### config.mk
export PLATFORM = sky130hd
export DESIGN_NAME = ip_address_text_validator_flat
export DESIGN_NICKNAME = d
export VERILOG_FILES = /design/src/iatv_pkg.sv /design/src/iatv_char_if.sv /design/src/iatv_verdict_if.sv /design/src/iatv_classifier.sv /design/src/iatv_queue.sv /design/src/iatv_checker.sv /design/src/ip_address_text_validator.sv /design/src/flat_wrapper.sv
export SDC_FILE = /design/constraint.sdc
export NUM_CORES = 1
export LEC_CHECK = 0
export BUFFER_PORTS_ARGS = -buffer_cell sky130_fd_sc_hd__buf_2
export CAP_MARGIN = 20
export CORE_ASPECT_RATIO = 1.4
export CORE_UTILIZATION = 35
export DETAILED_ROUTE_END_ITERATION = 10
export PLACE_DENSITY = 0.51
export SYNTH_ARGS = -nofsm -noshare
export SYNTH_HDL_FRONTEND = slang
export SYNTH_SLANG_ARGS = --single-unit
### constraint.sdc
create_clock -name i_clk -period 7.7 [get_ports i_clk]
set_input_delay 0.77 -clock i_clk [delete_from_list [all_inputs] [get_ports i_clk]]
set_output_delay 0.77 -clock i_clk [all_outputs]
set_load 0.03 [all_outputs]
### src/iatv_pkg.sv
// Shared types and constants for the IP address text validator.
// Used by the classifier, the queue and the checker; depends on nothing.
package iatv_pkg;

    // Character codes of interest.
    localparam logic [7:0] CH_NUL   = 8'h00;
    localparam logic [7:0] CH_DOT   = 8'h2E;
    localparam logic [7:0] CH_COLON = 8'h3A;

    // Class of the previous character seen by the IPv6 check.
    localparam logic [1:0] CLS_START  = 2'd0;
    localparam logic [1:0] CLS_HEX    = 2'd1;
    localparam logic [1:0] CLS_COLON  = 2'd2;
    localparam logic [1:0] CLS_DCOLON = 2'd3;

    // One classified character as it travels from the front to the back.
    typedef struct packed {
        logic       is_dec;
        logic       is_hex;
        logic [3:0] hex_val;
        logic       is_colon;
        logic       is_dot;
        logic       is_nul;
        logic       last;
    } t_char_cls;

endpackage

### src/iatv_char_if.sv
// Character channel: one address character per beat with a last mark.
// No dependencies.
interface iatv_char_if;
    logic       valid;
    logic       ready;
    logic [7:0] char_code;
    logic       last_char;

    modport source (output valid, output char_code, output last_char, input ready);
    modport sink   (input valid, input char_code, input last_char, output ready);
endinterface

### src/iatv_verdict_if.sv
// Verdict channel: one beat per address string with the two results.
// No dependencies.
interface iatv_verdict_if;
    logic valid;
    logic ready;
    logic is_ipv4;
    logic is_ipv6;

    modport source (output valid, output is_ipv4, output is_ipv6, input ready);
    modport sink   (input valid, input is_ipv4, input is_ipv6, output ready);
endinterface

### src/iatv_classifier.sv
// Front end: decodes one character into its class and hex digit value.
// Depends on iatv_pkg.
module iatv_classifier
    import iatv_pkg::*;
(
    input  logic [7:0] i_char_code,
    input  logic       i_last_char,
    output t_char_cls  o_cls
);

    logic is_dec;
    logic is_alpha;

    always_comb begin
        is_dec   = 1'b0;
        is_alpha = 1'b0;
        case (i_char_code) inside
            [8'h30:8'h39]: is_dec   = 1'b1;
            [8'h41:8'h46]: is_alpha = 1'b1;
            [8'h61:8'h66]: is_alpha = 1'b1;
            default: begin
                is_dec   = 1'b0;
                is_alpha = 1'b0;
            end
        endcase
    end

    // For 'a'..'f' and 'A'..'F' the low nibble runs from 1, so adding nine gives 10..15.
    assign o_cls.is_dec   = is_dec;
    assign o_cls.is_hex   = is_dec | is_alpha;
    assign o_cls.hex_val  = is_dec ? i_char_code[3:0] : i_char_code[3:0] + 4'd9;
    assign o_cls.is_colon = (i_char_code == CH_COLON);
    assign o_cls.is_dot   = (i_char_code == CH_DOT);
    assign o_cls.is_nul   = (i_char_code == CH_NUL);
    assign o_cls.last     = i_last_char;

endmodule

### src/iatv_queue.sv
// Short queue of classified characters between the front and the back end.
// Depends on iatv_pkg.
module iatv_queue
    import iatv_pkg::*;
#(
    parameter int DEPTH = 2
) (
    input  logic      i_clk,
    input  logic      i_rst_n,
    input  logic      i_push,
    input  t_char_cls i_data,
    output logic      o_full,
    input  logic      i_pop,
    output logic      o_valid,
    output t_char_cls o_data
);

    localparam int AW = (DEPTH > 1) ? $clog2(DEPTH) : 1;
    localparam int CW = $clog2(DEPTH + 1);

    t_char_cls         r_mem [DEPTH];
    logic [AW-1:0]     r_wr_ptr;
    logic [AW-1:0]     r_rd_ptr;
    logic [CW-1:0]     r_count;
    logic [AW-1:0]     n_wr_ptr;
    logic [AW-1:0]     n_rd_ptr;
    logic [CW-1:0]     n_count;

    assign o_full  = (r_count == CW'(DEPTH));
    assign o_valid = (r_count != '0);
    assign o_data  = r_mem[r_rd_ptr];

    always_comb begin
        n_wr_ptr = r_wr_ptr;
        n_rd_ptr = r_rd_ptr;
        n_count  = r_count;
        if (i_push) begin
            n_wr_ptr = (r_wr_ptr == AW'(DEPTH - 1)) ? '0 : r_wr_ptr + 1'b1;
        end
        if (i_pop) begin
            n_rd_ptr = (r_rd_ptr == AW'(DEPTH - 1)) ? '0 : r_rd_ptr + 1'b1;
        end
        if (i_push && !i_pop) begin
            n_count = r_count + 1'b1;
        end else if (!i_push && i_pop) begin
            n_count = r_count - 1'b1;
        end
    end

    always_ff @(posedge i_clk) begin
        if (!i_rst_n) begin
            r_wr_ptr <= '0;
            r_rd_ptr <= '0;
            r_count  <= '0;
        end else begin
            r_wr_ptr <= n_wr_ptr;
            r_rd_ptr <= n_rd_ptr;
            r_count  <= n_count;
        end
    end

    always_ff @(posedge i_clk) begin
        if (i_push) begin
            r_mem[r_wr_ptr] <= i_data;
        end
    end

endmodule

### src/iatv_checker.sv
// Back end: runs the IPv4 and IPv6 checks on classified characters and
// holds the verdict in an output register. Depends on iatv_pkg.
module iatv_checker
    import iatv_pkg::*;
(
    input  logic      i_clk,
    input  logic      i_rst_n,
    input  logic      i_valid,
    input  t_char_cls i_cls,
    output logic      o_pop,
    output logic      o_valid,
    input  logic      i_ready,
    output logic      o_is_ipv4,
    output logic      o_is_ipv6
);

    function automatic logic [8:0] f_dec_acc(input logic [8:0] v, input logic [3:0] d);
        logic [11:0] s;
        s = {v, 3'b000} + {2'b00, v, 1'b0} + {8'h00, d};
        return (s > 12'd256) ? 9'd256 : s[8:0];
    endfunction

    function automatic logic [16:0] f_hex_acc(input logic [16:0] v, input logic [3:0] d);
        logic [20:0] s;
        s = {v, 4'h0} + {17'h00000, d};
        return (s > 21'h10000) ? 17'h10000 : s[16:0];
    endfunction

    logic [8:0]  r_q_val,   n_q_val;
    logic [1:0]  r_q_dots,  n_q_dots;
    logic        r_q_ne,    n_q_ne;
    logic        r_q_fail,  n_q_fail;
    logic [16:0] r_h_val,   n_h_val;
    logic [3:0]  r_h_cnt,   n_h_cnt;
    logic        r_dcolon,  n_dcolon;
    logic [1:0]  r_prev,    n_prev;
    logic        r_h_fail,  n_h_fail;
    logic [8:0]  r_t_val,   n_t_val;
    logic [1:0]  r_t_dots,  n_t_dots;
    logic        r_t_ne,    n_t_ne;
    logic        r_t_fail,  n_t_fail;
    logic        r_t_act,   n_t_act;
    logic        r_ended,   n_ended;
    logic        r_out_valid;
    logic        r_is_ipv4;
    logic        r_is_ipv6;
    logic        v4_ok;
    logic        v6_ok;
    logic [3:0]  groups;
    logic        groups_ok;
    logic        take;

    // A character that yields no verdict may pass while the output still waits.
    assign take  = i_valid && (!i_cls.last || !r_out_valid || i_ready);
    assign o_pop = take;

    always_comb begin
        n_q_val  = r_q_val;
        n_q_dots = r_q_dots;
        n_q_ne   = r_q_ne;
        n_q_fail = r_q_fail;
        n_h_val  = r_h_val;
        n_h_cnt  = r_h_cnt;
        n_dcolon = r_dcolon;
        n_prev   = r_prev;
        n_h_fail = r_h_fail;
        n_t_val  = r_t_val;
        n_t_dots = r_t_dots;
        n_t_ne   = r_t_ne;
        n_t_fail = r_t_fail;
        n_t_act  = r_t_act;
        n_ended  = r_ended;

        if (!r_ended) begin
            if (i_cls.is_nul) begin
                n_ended = 1'b1;
            end else begin
                // Dotted-quad check.
                if (i_cls.is_dec) begin
                    n_q_val = f_dec_acc(r_q_val, i_cls.hex_val);
                    n_q_ne  = 1'b1;
                end else if (i_cls.is_dot) begin
                    if (!r_q_ne || r_q_val > 9'd255 || r_q_dots == 2'd3) begin
                        n_q_fail = 1'b1;
                    end else begin
                        n_q_dots = r_q_dots + 2'd1;
                    end
                    n_q_val = '0;
                    n_q_ne  = 1'b0;
                end else begin
                    n_q_fail = 1'b1;
                end

                // IPv6 check; once failed nothing more changes.
                if (!r_h_fail) begin
                    if (r_t_act) begin
                        if (i_cls.is_dec) begin
                            n_t_val = f_dec_acc(r_t_val, i_cls.hex_val);
                            n_t_ne  = 1'b1;
                        end else if (i_cls.is_dot) begin
                            if (!r_t_ne || r_t_val > 9'd255 || r_t_dots == 2'd3) begin
                                n_h_fail = 1'b1;
                            end else begin
                                n_t_dots = r_t_dots + 2'd1;
                            end
                            n_t_val = '0;
                            n_t_ne  = 1'b0;
                        end else begin
                            n_h_fail = 1'b1;
                        end
                    end else if (i_cls.is_hex) begin
                        if (r_prev == CLS_COLON && r_h_cnt == 4'd0 && !r_dcolon) begin
                            n_h_fail = 1'b1;
                        end else begin
                            n_h_val = f_hex_acc(r_h_val, i_cls.hex_val);
                            if (i_cls.is_dec) begin
                                n_t_val = f_dec_acc(r_t_val, i_cls.hex_val);
                                n_t_ne  = 1'b1;
                            end else begin
                                n_t_fail = 1'b1;
                            end
                            n_prev = CLS_HEX;
                        end
                    end else if (i_cls.is_colon) begin
                        case (r_prev)
                            CLS_START: begin
                                n_prev = CLS_COLON;
                            end
                            CLS_HEX: begin
                                if (r_h_val > 17'h0FFFF || r_h_cnt >= 4'd8) begin
                                    n_h_fail = 1'b1;
                                end else begin
                                    n_h_cnt  = r_h_cnt + 4'd1;
                                    n_h_val  = '0;
                                    n_t_val  = '0;
                                    n_t_ne   = 1'b0;
                                    n_t_fail = 1'b0;
                                    n_prev   = CLS_COLON;
                                end
                            end
                            CLS_COLON: begin
                                if (r_dcolon) begin
                                    n_h_fail = 1'b1;
                                end
                                n_dcolon = 1'b1;
                                n_prev   = CLS_DCOLON;
                            end
                            default: begin
                                n_h_fail = 1'b1;
                            end
                        endcase
                    end else if (i_cls.is_dot) begin
                        if (r_prev != CLS_HEX || (r_h_cnt == 4'd0 && !r_dcolon) || r_t_fail
                                || !r_t_ne || r_t_val > 9'd255) begin
                            n_h_fail = 1'b1;
                        end else begin
                            n_t_act  = 1'b1;
                            n_t_dots = 2'd1;
                            n_t_val  = '0;
                            n_t_ne   = 1'b0;
                        end
                    end else begin
                        n_h_fail = 1'b1;
                    end
                end
            end
        end
    end

    // Verdicts from the state after this character.
    always_comb begin
        v4_ok = !n_q_fail && n_q_dots == 2'd3 && n_q_ne && n_q_val <= 9'd255;

        groups    = '0;
        groups_ok = 1'b0;
        if (n_t_act) begin
            groups    = n_h_cnt + 4'd2;
            groups_ok = n_t_dots == 2'd3 && n_t_ne && n_t_val <= 9'd255;
        end else if (n_prev == CLS_HEX) begin
            groups    = n_h_cnt + 4'd1;
            groups_ok = n_h_val <= 17'h0FFFF;
        end else if (n_prev == CLS_DCOLON) begin
            groups    = n_h_cnt;
            groups_ok = 1'b1;
        end

        if (n_dcolon) begin
            v6_ok = !n_h_fail && groups_ok && groups >= 4'd1 && groups <= 4'd7;
        end else begin
            v6_ok = !n_h_fail && groups_ok && groups == 4'd8;
        end
    end

    always_ff @(posedge i_clk) begin
        if (!i_rst_n || (take && i_cls.last)) begin
            r_q_val  <= '0;
            r_q_dots <= '0;
            r_q_ne   <= 1'b0;
            r_q_fail <= 1'b0;
            r_h_val  <= '0;
            r_h_cnt  <= '0;
            r_dcolon <= 1'b0;
            r_prev   <= CLS_START;
            r_h_fail <= 1'b0;
            r_t_val  <= '0;
            r_t_dots <= '0;
            r_t_ne   <= 1'b0;
            r_t_fail <= 1'b0;
            r_t_act  <= 1'b0;
            r_ended  <= 1'b0;
        end else if (take) begin
            r_q_val  <= n_q_val;
            r_q_dots <= n_q_dots;
            r_q_ne   <= n_q_ne;
            r_q_fail <= n_q_fail;
            r_h_val  <= n_h_val;
            r_h_cnt  <= n_h_cnt;
            r_dcolon <= n_dcolon;
            r_prev   <= n_prev;
            r_h_fail <= n_h_fail;
            r_t_val  <= n_t_val;
            r_t_dots <= n_t_dots;
            r_t_ne   <= n_t_ne;
            r_t_fail <= n_t_fail;
            r_t_act  <= n_t_act;
            r_ended  <= n_ended;
        end
    end

    always_ff @(posedge i_clk) begin
        if (!i_rst_n) begin
            r_out_valid <= 1'b0;
        end else if (take && i_cls.last) begin
            r_out_valid <= 1'b1;
        end else if (i_ready) begin
            r_out_valid <= 1'b0;
        end
    end

    always_ff @(posedge i_clk) begin
        if (take && i_cls.last) begin
            r_is_ipv4 <= v4_ok;
            r_is_ipv6 <= v6_ok;
        end
    end

    assign o_valid   = r_out_valid;
    assign o_is_ipv4 = r_is_ipv4;
    assign o_is_ipv6 = r_is_ipv6;

endmodule

### src/ip_address_text_validator.sv
// IP address text validator: one character beat per cycle in, one verdict beat per string.
// Path: the last character passes through the queue into the checker, which loads the verdict
// into its output register; the check itself is a registered state update per character.
// Throughput: one character per cycle, held off while the queue is full or a verdict waits.
// Reset (synchronous, active low) empties the queue and the output, and clears the check state.
// Depends on iatv_pkg, iatv_char_if, iatv_verdict_if and the three iatv modules.
module ip_address_text_validator
    import iatv_pkg::*;
#(
    parameter int QUEUE_DEPTH = 2
) (
    input  logic                  i_clk,
    input  logic                  i_rst_n,
    iatv_char_if.sink             i_char,
    iatv_verdict_if.source        o_verdict
);

    t_char_cls cls_in;
    t_char_cls cls_out;
    logic      q_full;
    logic      q_valid;
    logic      q_pop;
    logic      push;

    assign i_char.ready = !q_full;
    assign push         = i_char.valid && !q_full;

    iatv_classifier u_classifier (
        .i_char_code (i_char.char_code),
        .i_last_char (i_char.last_char),
        .o_cls       (cls_in)
    );

    iatv_queue #(
        .DEPTH (QUEUE_DEPTH)
    ) u_queue (
        .i_clk   (i_clk),
        .i_rst_n (i_rst_n),
        .i_push  (push),
        .i_data  (cls_in),
        .o_full  (q_full),
        .i_pop   (q_pop),
        .o_valid (q_valid),
        .o_data  (cls_out)
    );

    iatv_checker u_checker (
        .i_clk     (i_clk),
        .i_rst_n   (i_rst_n),
        .i_valid   (q_valid),
        .i_cls     (cls_out),
        .o_pop     (q_pop),
        .o_valid   (o_verdict.valid),
        .i_ready   (o_verdict.ready),
        .o_is_ipv4 (o_verdict.is_ipv4),
        .o_is_ipv6 (o_verdict.is_ipv6)
    );

endmodule
### src/flat_wrapper.sv
// flat-port wrapper written by rule: the top's interface ports become plain ports
module ip_address_text_validator_flat import iatv_pkg::*;
#(
    parameter int QUEUE_DEPTH = 2
)
  (i_clk, i_rst_n, i_char_valid, i_char_char_code, i_char_last_char, i_char_ready, o_verdict_valid, o_verdict_is_ipv4, o_verdict_is_ipv6, o_verdict_ready);
  iatv_char_if i_char_i ();
  iatv_verdict_if o_verdict_i ();
  input  logic i_clk;
  input  logic i_rst_n;
  input wire logic [$bits(i_char_i.valid)-1:0] i_char_valid;
  input wire logic [$bits(i_char_i.char_code)-1:0] i_char_char_code;
  input wire logic [$bits(i_char_i.last_char)-1:0] i_char_last_char;
  output wire logic [$bits(i_char_i.ready)-1:0] i_char_ready;
  output wire logic [$bits(o_verdict_i.valid)-1:0] o_verdict_valid;
  output wire logic [$bits(o_verdict_i.is_ipv4)-1:0] o_verdict_is_ipv4;
  output wire logic [$bits(o_verdict_i.is_ipv6)-1:0] o_verdict_is_ipv6;
  input wire logic [$bits(o_verdict_i.ready)-1:0] o_verdict_ready;
  assign i_char_i.valid = i_char_valid;
  assign i_char_i.char_code = i_char_char_code;
  assign i_char_i.last_char = i_char_last_char;
  assign i_char_ready = i_char_i.ready;
  assign o_verdict_valid = o_verdict_i.valid;
  assign o_verdict_is_ipv4 = o_verdict_i.is_ipv4;
  assign o_verdict_is_ipv6 = o_verdict_i.is_ipv6;
  assign o_verdict_i.ready = o_verdict_ready;
  ip_address_text_validator #(.QUEUE_DEPTH(QUEUE_DEPTH)) u_core (.i_clk(i_clk), .i_rst_n(i_rst_n), .i_char(i_char_i), .o_verdict(o_verdict_i));
endmodule
## Word level (Yosys, flattened, before mapping)

Memories as Yosys holds them, arrays and structs flattened. A register that Yosys moved wholly into a read port is not among the register bits.
Cells that the tools add are included.

- Register bits after elaboration: 60
- RAM bits: 20
- Bits of input ports: 13
- Output and inout port bits: 4
- Logic and storage cells: 274
- Memories: 1

- Add/subtract/negate cells: 15
- Order comparisons: 18
- Equality and inequality tests: 16
- Muxes and demuxes: 146
- Bitwise gates (word level): 5
- Reduce and logical (&&, ||, !) cells: 52

Memory list:

| name | words | bits a word | rd ports | clocked after memory_dff | write ports | RTL line | RTL |
|---|---|---|---|---|---|---|---|
| u_core.u_queue.r_mem | 2 | 10 | 1 | 1 | 1 | iatv_queue.sv:21 | `t_char_cls r_mem [DEPTH];` |

Operators by type and width:

| operator | count |
|---|---|
| $mux 9 | 20 |
| $mux 17 | 10 |
| $mux 1 | 76 |
| $mux 2 | 26 |
| $mux 4 | 12 |
| $add 12x10->12 | 2 |
| $add 12x4->12 | 2 |
| $gt 12x9->1 const B | 2 |
| $add 21x4->21 | 1 |
| $gt 21x17->1 const B | 1 |
| $logic_and 1x1->1 | 20 |
| $gt 9x8->1 const B | 2 |
| $le 9x8->1 const B | 2 |
| $gt 17x16->1 const B | 1 |
| $le 17x16->1 const B | 1 |
| $eq 8x6->1 const B | 2 |
| $ge 8x7->1 const B | 2 |
| $le 8x7->1 const B | 2 |
| $eq 2x2->1 const B | 7 |
| $logic_or 1x1->1 | 12 |
| $logic_not 1->1 | 11 |
| $reduce_and 10->1 | 1 |
| $reduce_bool 2->1 | 5 |
| $add 4x1->4 const B | 2 |
| 21 further kinds | 30 |

## Logic depth before layout (Yosys ltp)

Gate-level depths: netlist (run 1).

- Word-level depth: 22
- Gate-level depth with buffers: 14
- Mapped depth without buffers: 13

## Modules after synthesis

A second synthesis (run 1) with hierarchy kept.

- Cells, all modules: 585
- Area total of the unflattened synthesis: 5253.8 um^2

Modules (own cells, without submodules):

| module | times used | cells an instance | area each (um^2) | seq. area each (um^2) |
|---|---|---|---|---|
| iatv_checker | 1 | 493 | 4016.4 | 1141.1 |
| iatv_queue | 1 | 53 | 939.7 | 700.7 |
| iatv_classifier | 1 | 37 | 287.8 | 0.0 |
| ip_address_text_validator | 1 | 2 | 10.0 | 0.0 |

## Least setup slack after synthesis (run 1)

No wires, ideal clock.

- Kind: register -> register
- From: reg (tool-made name)
- To: reg u_core.u_checker.r_q_val[1]
- Setup time: 0.060 ns
- Data arrival time: 3.597 ns
- Required time: 7.640 ns
- Slack: 4.043 ns
- Cell stages (with the launch flop): 15
- Buffers on the path: 2
- Period minus slack after synthesis: 3.657 ns
- Path through: dfxtp_1 -> buf_6 -> buf_6 -> mux2_2 -> ha_1 -> ha_1 -> fa_1 -> a21o_1 -> a21oi_1 -> o21bai_1 -> a2111oi_0 -> or3b_1 -> nand4_1 -> nor4_2 -> a22o_1

RTL lines:

| element | RTL line | RTL |
|---|---|---|
| end signal, assigned | iatv_checker.sv:212 | `r_q_val <= n_q_val;` |
| end, declared | iatv_checker.sv:29 | `logic [8:0] r_q_val, n_q_val;` |

==> results of run 1 <==
==> registers in the layout (all words and copies together), names as in the netlist, named ones only <==
register / cells
u_core.u_checker.o_is_ipv4: 1
u_core.u_checker.o_is_ipv6: 1
u_core.u_checker.o_valid: 1
u_core.u_checker.r_dcolon: 1
u_core.u_checker.r_ended: 1
u_core.u_checker.r_h_cnt: 4
u_core.u_checker.r_h_fail: 1
u_core.u_checker.r_h_val: 17
u_core.u_checker.r_prev: 2
u_core.u_checker.r_q_dots: 2
u_core.u_checker.r_q_fail: 1
u_core.u_checker.r_q_ne: 1
u_core.u_checker.r_q_val: 9
u_core.u_checker.r_t_act: 1
u_core.u_checker.r_t_dots: 2
u_core.u_checker.r_t_fail: 1
u_core.u_checker.r_t_ne: 1
u_core.u_checker.r_t_val: 9
u_core.u_queue.r_count: 2
u_core.u_queue.r_mem: 20
u_core.u_queue.r_rd_ptr: 1
u_core.u_queue.r_wr_ptr: 1
==> critical path, stage by stage (launching register included) <==
cell and delay, ns:
dfxtp_1 0.45, mux2_2 0.43, inv_1 0.09, fa_1 0.41, inv_1 0.11, fa_1 0.42
or4_1 0.51, nor4_1 0.23, a21oi_1 0.14, nor4_2 0.68, a22oi_1 0.14, a211oi_1 0.41
==> how the worst min path moves through the flow <==
stage	slack, ns	cells after the start	endpoint
6_report	0.47	2	u_core.u_checker.r_q_fail$_SDFFE_PP0P_
5_1_grt	0.52	2	u_core.u_checker.r_q_fail$_SDFFE_PP0P_
4_1_cts	0.47	2	u_core.u_checker.r_q_fail$_SDFFE_PP0P_
3_5_place_dp	0.46	2	u_core.u_checker.r_q_fail$_SDFFE_PP0P_
3_3_place_gp	0.45	2	u_core.u_checker.r_q_fail$_SDFFE_PP0P_
2_1_floorplan	0.43	2	u_core.u_checker.r_q_fail$_SDFFE_PP0P_
==> final cells by class <==
class	count	area (um^2)
sequential	81	1842
clock inverter	6	47.55
clock buffer	10	239.0
inverter	21	78.83
multi-input combinational	467	3301
tap	189	236.5
timing repair buffer	21	117.6
fill	1492	8777
==> placed cells by master (no fill, tap or decap), types with 3 or more instances in the layout <==
cell,synthesis,routed
ha_1,45,45
a31oi_1,6,6
nand2b_1,7,7
a221oi_1,8,8
buf_2,2,16
nor3b_1,5,5
o21ai_0,38,37
and2_1,10,10
nor2_1,70,70
clkbuf_16,0,9
o21a_1,3,3
or4_1,5,5
nand4_1,7,7
nor4_1,6,6
and3_1,3,3
a211oi_1,8,8
a21oi_1,34,34
o211ai_1,3,3
a22o_1,8,8
a22oi_1,22,22
buf_4,0,5
nor2b_1,4,4
mux2i_1,8,8
xnor2_1,11,11
a2111oi_0,3,3
edfxtp_1,22,22
fa_1,4,4
nor3_1,10,10
o21bai_1,4,4
mux2_2,6,6
xor2_1,10,10
a21o_1,6,6
nand3_1,13,13
dfxtp_1,59,59
nand2_1,42,42
inv_1,21,21
or3_1,6,6
==> stage by stage <==
step	setup slack (ns)	cell area (um^2)	util (%)	power [mW]	std cells
5_1_grt	3.233	5862	40.04	1.866	795
6_report	3.541	5862	40.04	1.743	795
3_5_place_dp	3.594	5575	38.09	1.326	779
3_3_place_gp	3.697	5568	38.03	1.316	778
4_1_cts	3.578	5862	40.04	1.752	795
2_1_floorplan	4.043	5309	-	1.119	586
==> power breakdown <==
group          leakage [nW]  switching, mW  internal (mW)  total, mW
Sequential            0.687         0.0557          0.499      0.555
Combinational          1.55          0.496          0.270      0.766
Clock                 0.144          0.191          0.231      0.422
==> logic make-up (layout without fill, tap and decap cells) <==
| family | count (synthesis) | after routing | synth area share [%] |
|---|---|---|---|
| xor+xnor | 22 | 22 | 3.912 |
| compound gates | 170 | 170 | 21.57 |
| simple gates | 209 | 209 | 20.60 |
| mux | 17 | 17 | 3.771 |
| buf+inv | 38 | 58 | 3.347 |
| fa+ha+maj | 49 | 49 | 12.11 |
| flops | 81 | 81 | 34.69 |
==> metal layers <==
layer | up-vias | share of wire (%)
met5 | - | 0
met4 | 0 | 4.2
met3 | 42 | 2.3
met2 | 86 | 53
met1 | 2155 | 41
li1 | 2238 | -
==> qor.yml, run 1 <==
cts_inserted_buffers: 9
crit_path_launch_type: "flip-flop"
ctsResizeCount: 0
wire_per_inst_um: 17.03
finalSetupViolCount: 0
synth.ff_latch_count: 81
diodes_inserted: 0
final_weighted_congestion_in_routability_driven_placement: 0.8772
start_util_pct: 36.26
grt_pass1_wl_um: 22340
synth-edff-count: 22
drt_pass1_iterations: 5
numClockSinks: 81
drv_cap: 0
synth.cell_area_mm2: 0.005309
run_status: "finished clean"
period_share_pct: 54.01
globalRouteTotalUtil_pct: 18.18
ys_dominant_reg_cell: "dfxtp_1"
power.leakage_nw: 2.378
final_period_minus_worst_setup_slack_ns: 4.159
cts_hold_buf: 0
antenna_left: 0
grt_overflow: 0
syn2layout_area_growth_pct: 10.42
post_synth_inst_count: 586
row_count: 52
regToRegSetupSlack_ns: 3.54
timing.clock.skew_ns: 0.009328
synth.top_cells.by_area: "dfxtp_1 22%, edfxtp_1 12%, ha_1 11%, nor2_1 4.9%, o21ai_0 3.6%"
drt_drc_violations_left: 0
ctsHtreeMaxLevel: 3
drt_first_iter_violations: 197
tightest_slew_ns: 1.100
layout.nets: 663
setup.worst_path.end: "u_core.u_checker.r_t_val[4]$_SDFFE_PP0P_"
global_route.usage.met1_pct: 19.61
timing.hold.worst.start: "u_core.u_checker.r_q_fail$_SDFFE_PP0P_"
timing.critical_path.required_ns: 7.91
finalMaxSlewViolations: 0
global_route.usage.met3_pct: 2.690
hold_ws_ns: 0.4685
p_per_area_mw_per_mm2: 297.3
worstHoldPathType: "flip-flop to flip-flop"
hold_viol: 0
finalSetupTns_ns: 0
cts.repair_timing.setup_buffer_count: 0
tritoncts_clock_tree: "done"
post_route_cells_drive_above_1_share_pct: 11.22
die_y_um: 147.7
grt_setup_unrepaired: "no"
antenna_found_initial: 0
timing.fmax_mhz: 240.5
ys_async_sr_fraction_pct: 0
critPathArrivalTime_ns: 4.37
drt_wl_total_um: 13540
max-clock-path-buffers: 2
grt_most_used_layer: "met2"
synth_top_cells_by_count: "70 x nor2_1, 59 x dfxtp_1, 45 x ha_1"
clkSlewWorstSetupHoldPaths_ns: 0.07
yosysUniqueCellTypes: 81
core_region_mm2: 0.01464
routed_via_density: 5.687
die_w_um: 106.1
vdd.ir_drop.worst_mv: 0.1571
synth-seq-area-share_pct: 34.69
first_global_vias: 4626
vias: 4521
grtUsageMet2_pct: 33.66
worstRegToRegCells: 11
synth_top_cell_area_share_pct: 22.25
yosys_warnings: 0
portBuffers: 16
fp.dieArea_mm2: 0.01567
syn-num-nets: 648
synth_area_per_cell_um2: 9.059
worst_r2r_endpoint: "u_core.u_checker.r_t_val[4]$_SDFFE_PP0P_"
relSlewSlack_pct: 26.19
grt_start_max_net_pins: 49
timing.critical_path.to_type: "flip-flop"
most_common_cell_in_the_netlist: "nor2_1"
cell_at_the_root_of_the_clock_tree: "clkbuf_16"
crit_type: "flip-flop to flip-flop"
place.detailed.hpwl_um: 10250
insertion_delay_ns: 0.35
ioPinCount: 17
synth_top_cell_by_area: "dfxtp_1"
crit_path_max_fanout: 9
Power figures use the tool's default switching activity.
==> run 2, diff against run 1 <==
clock period = 4.05 ns   (was 7.7 ns; I/O delays follow)
==> qor.yml, run 2 (same netlist as run 1, synthesis figures left out) <==
ioPinCount: 17  # unchanged
grt_pass1_wl_um: 22720  # was 22340 um
final_weighted_congestion_in_routability_driven_placement: 0.9001  # was 0.8772
post_route_cells_drive_above_1_share_pct: 12.97  # was 11.22%
power.leakage_nw: 2.441  # was 2.378 nW
tritoncts_clock_tree: "done"  # unchanged
portBuffers: 16  # unchanged
p_int_mw: 2.000  # was 1.001 mW
cell_at_the_root_of_the_clock_tree: "clkbuf_16"  # unchanged
power.switching_fraction_pct: 41.75  # was 42.59%
hold_viol: 0  # unchanged
final-instance-count-excl-fill: 806  # was 795
cts_hold_buf: 0  # unchanged
mostFrequentLayoutCells: "70 x nor2_1, 58 x dfxtp_1, 45 x ha_1"  # was 70 x nor2_1, 59 x dfxtp_1, 45 x ha_1
wire_per_inst_um: 16.95  # was 17.03 um
run_status: "finished clean"  # unchanged
critPathArrivalTime_ns: 4.09  # was 4.37 ns
final_util_pct: 40.84  # was 40.04%
grt_setup_unrepaired: "no"  # unchanged
regToRegSetupSlack_ns: 0.25  # was 3.54 ns
row_count: 52  # unchanged
grt_start_max_net_pins: 32  # was 49
timing.fmax_mhz: 262.9  # was 240.5 MHz
finalMaxSlewViolations: 0  # unchanged
layout.nets: 674  # was 663
cts.repair_timing.setup_buffer_count: 0  # unchanged
drv_cap: 0  # unchanged
numPlacedInstances: 789  # was 779
syn2layout_area_growth_pct: 12.61  # was 10.42%
p_switching_mw: 1.433  # was 0.7423 mW
tightest_slew_ns: 0.9045  # was 1.100 ns
drt_pass1_iterations: 5  # unchanged
layout_top_registers: "u_core.u_queue.r_mem (20), u_core.u_checker.r_h_val (17)"  # unchanged
first_global_vias: 4573  # was 4626
clkSlewWorstSetupHoldPaths_ns: 0.07  # about the same
worst_r2r_endpoint: "u_core.u_checker.r_q_val[1]$_SDFFE_PP0P_"  # was u_core.u_checker.r_t_val[4]$_SDFFE_PP0P_
finalSetupTns_ns: 0  # unchanged
antenna_left: 0  # unchanged
post-layout-total-power_mw: 3.433  # was 1.743 mW
period_share_pct: 93.92  # was 54.01%
vdd.ir_drop.worst_mv: 0.3541  # was 0.1571 mV
timing.critical_path.to_type: "flip-flop"  # unchanged
die_w_um: 106.1  # unchanged
cts_inserted_buffers: 9  # unchanged
layout.cells.most_common: "nor2_1"  # unchanged
max-clock-path-buffers: 2  # unchanged
drt_wl_total_um: 13660  # was 13540 um
routed_via_density: 5.634  # was 5.687
final_period_minus_worst_setup_slack_ns: 3.804  # was 4.159 ns
finalSetupViolCount: 0  # unchanged
power.combinational.fraction_pct: 44.1  # was 43.9%
worstHoldPathType: "input pin to flip-flop"  # was flip-flop to flip-flop
hold-path-endpoint: "u_core.u_queue.r_mem[0][0]$_DFFE_PP_"  # was u_core.u_checker.r_q_fail$_SDFFE_PP0P_
crit_type: "flip-flop to flip-flop"  # unchanged
fp.dieArea_mm2: 0.01567  # unchanged
largest_register_ffs: 20  # unchanged
die_y_um: 147.7  # unchanged
ctsHtreeMaxLevel: 3  # unchanged
numClockSinks: 81  # unchanged
p_per_area_mw_per_mm2: 574.3  # was 297.3 mW/mm^2
timing.critical_path.required_ns: 4.34  # was 7.91 ns
relSlewSlack_pct: 39.48  # was 26.19%
vias: 4541  # was 4521
globalRouteTotalUtil_pct: 18.47  # was 18.18%
timing.hold.worst.start: "i_char_last_char"  # was u_core.u_checker.r_q_fail$_SDFFE_PP0P_
max_flop_register: "u_core.u_queue.r_mem"  # unchanged
core_region_mm2: 0.01464  # unchanged
min_path_cells: 1  # was 2
place.detailed.hpwl_um: 10550  # was 10250 um
crit_path_max_fanout: 6  # was 9
grt_overflow: 0  # unchanged
worstRegToRegCells: 12  # was 11
seq_power_share_pct: 30.8  # was 31.8%
diodes_inserted: 0  # unchanged
start_util_pct: 36.26  # unchanged
drt_first_iter_violations: 230  # was 197
drt_drc_violations_left: 0  # unchanged
antenna_found_initial: 0  # unchanged
p_clk_share_pct: 25.1  # was 24.2%
timing.clock.skew_ns: 0.009968  # was 0.009328 ns
ctsResizeCount: 0  # unchanged
crit_path_launch_type: "flip-flop"  # unchanged
insertion_delay_ns: 0.35  # about the same
==> run 2: cell types whose count changed in the layout (fill, tap and decap cells not counted), sizes merged <==
cell / before / now
buf: 21 / 32
clkbuf: 10 / 11
clkinv: 2 / 1
clkinvlp: 0 / 1
inv: 25 / 24
==> run 2: cell type report <==
type                    instances  area (um^2)
well taps                     189        236.5
fillers                      1491         8661
repair buffers                 32        200.2
multi-input cells             467         3304
clock buffers                  11        275.3
flip-flops and latches         81         1843
clock inverters                 5        40.04
inverters                      21        78.83
==> run 2: metrics by stage <==
step,instance area [um^2],hold slack [ns],setup WS [ns]
6_report,5978,0.2452,0.2463
5_1_grt,5978,0.2389,0.05253
4_1_cts,5966,0.2337,0.1223
3_5_place_dp,5650,0.4589,0.1595
3_3_place_gp,5650,0.4611,0.2477
2_1_floorplan,5309,0.4318,0.3929
==> run 2: worst max path at each step <==
stage / start / endpoint / slack, ns / depth (start not counted)
finish: flip-flop / u_core.u_checker.r_q_val[1]$_SDFFE_PP0P_ / 0.25 / 12
CTS: flip-flop / u_core.u_checker.o_is_ipv4$_DFFE_PP_ / 0.12 / 10
global placement: flip-flop / u_core.u_checker.r_q_val[0]$_SDFFE_PP0P_ / 0.25 / 12
detailed placement: flip-flop / u_core.u_checker.o_is_ipv4$_DFFE_PP_ / 0.16 / 10
floorplan: flip-flop / u_core.u_checker.r_q_val[1]$_SDFFE_PP0P_ / 0.39 / 14
global route: flip-flop / u_core.u_checker.r_q_val[5]$_SDFFE_PP0P_ / 0.05 / 12
==> run 2: critical path, cell delays in order, from the launching register on <==
cell and delay [ns]:
dfxtp_2 0.39, mux2_2 0.41, fa_1 0.50, fa_1 0.48
a21o_1 0.20, a21oi_1 0.27, o21bai_1 0.17, a2111oi_1 0.37
or3b_1 0.19, nand4_1 0.11, nor4_2 0.32, buf_4 0.19
a22o_1 0.12
==> run 2: metal layers <==
layer | wire length, um | vias to the layer above | share of wire, % | GRT usage, %
met5 | 0 | - | 0 | 0
met4 | 319 | 0 | 2.3 | 6.944
li1 | - | 2251 | - | -
met2 | 7365 | 84 | 54 | 34.74
met1 | 5580 | 2182 | 41 | 20.24
met3 | 399 | 24 | 2.9 | 3.527
==> run 2: power groups by stage <==
| stage | registers [mW] | clock network (mW) | logic (mW) |
|---|---|---|---|
| finish | 1.06 | 0.861 | 1.52 |
| detailed placement | 1.07 | 0 | 1.50 |
| floorplan | 1.05 | 0 | 1.08 |
| global route | 1.08 | 0.909 | 1.68 |
| global placement | 1.07 | 0 | 1.48 |
| CTS | 1.06 | 0.879 | 1.51 |
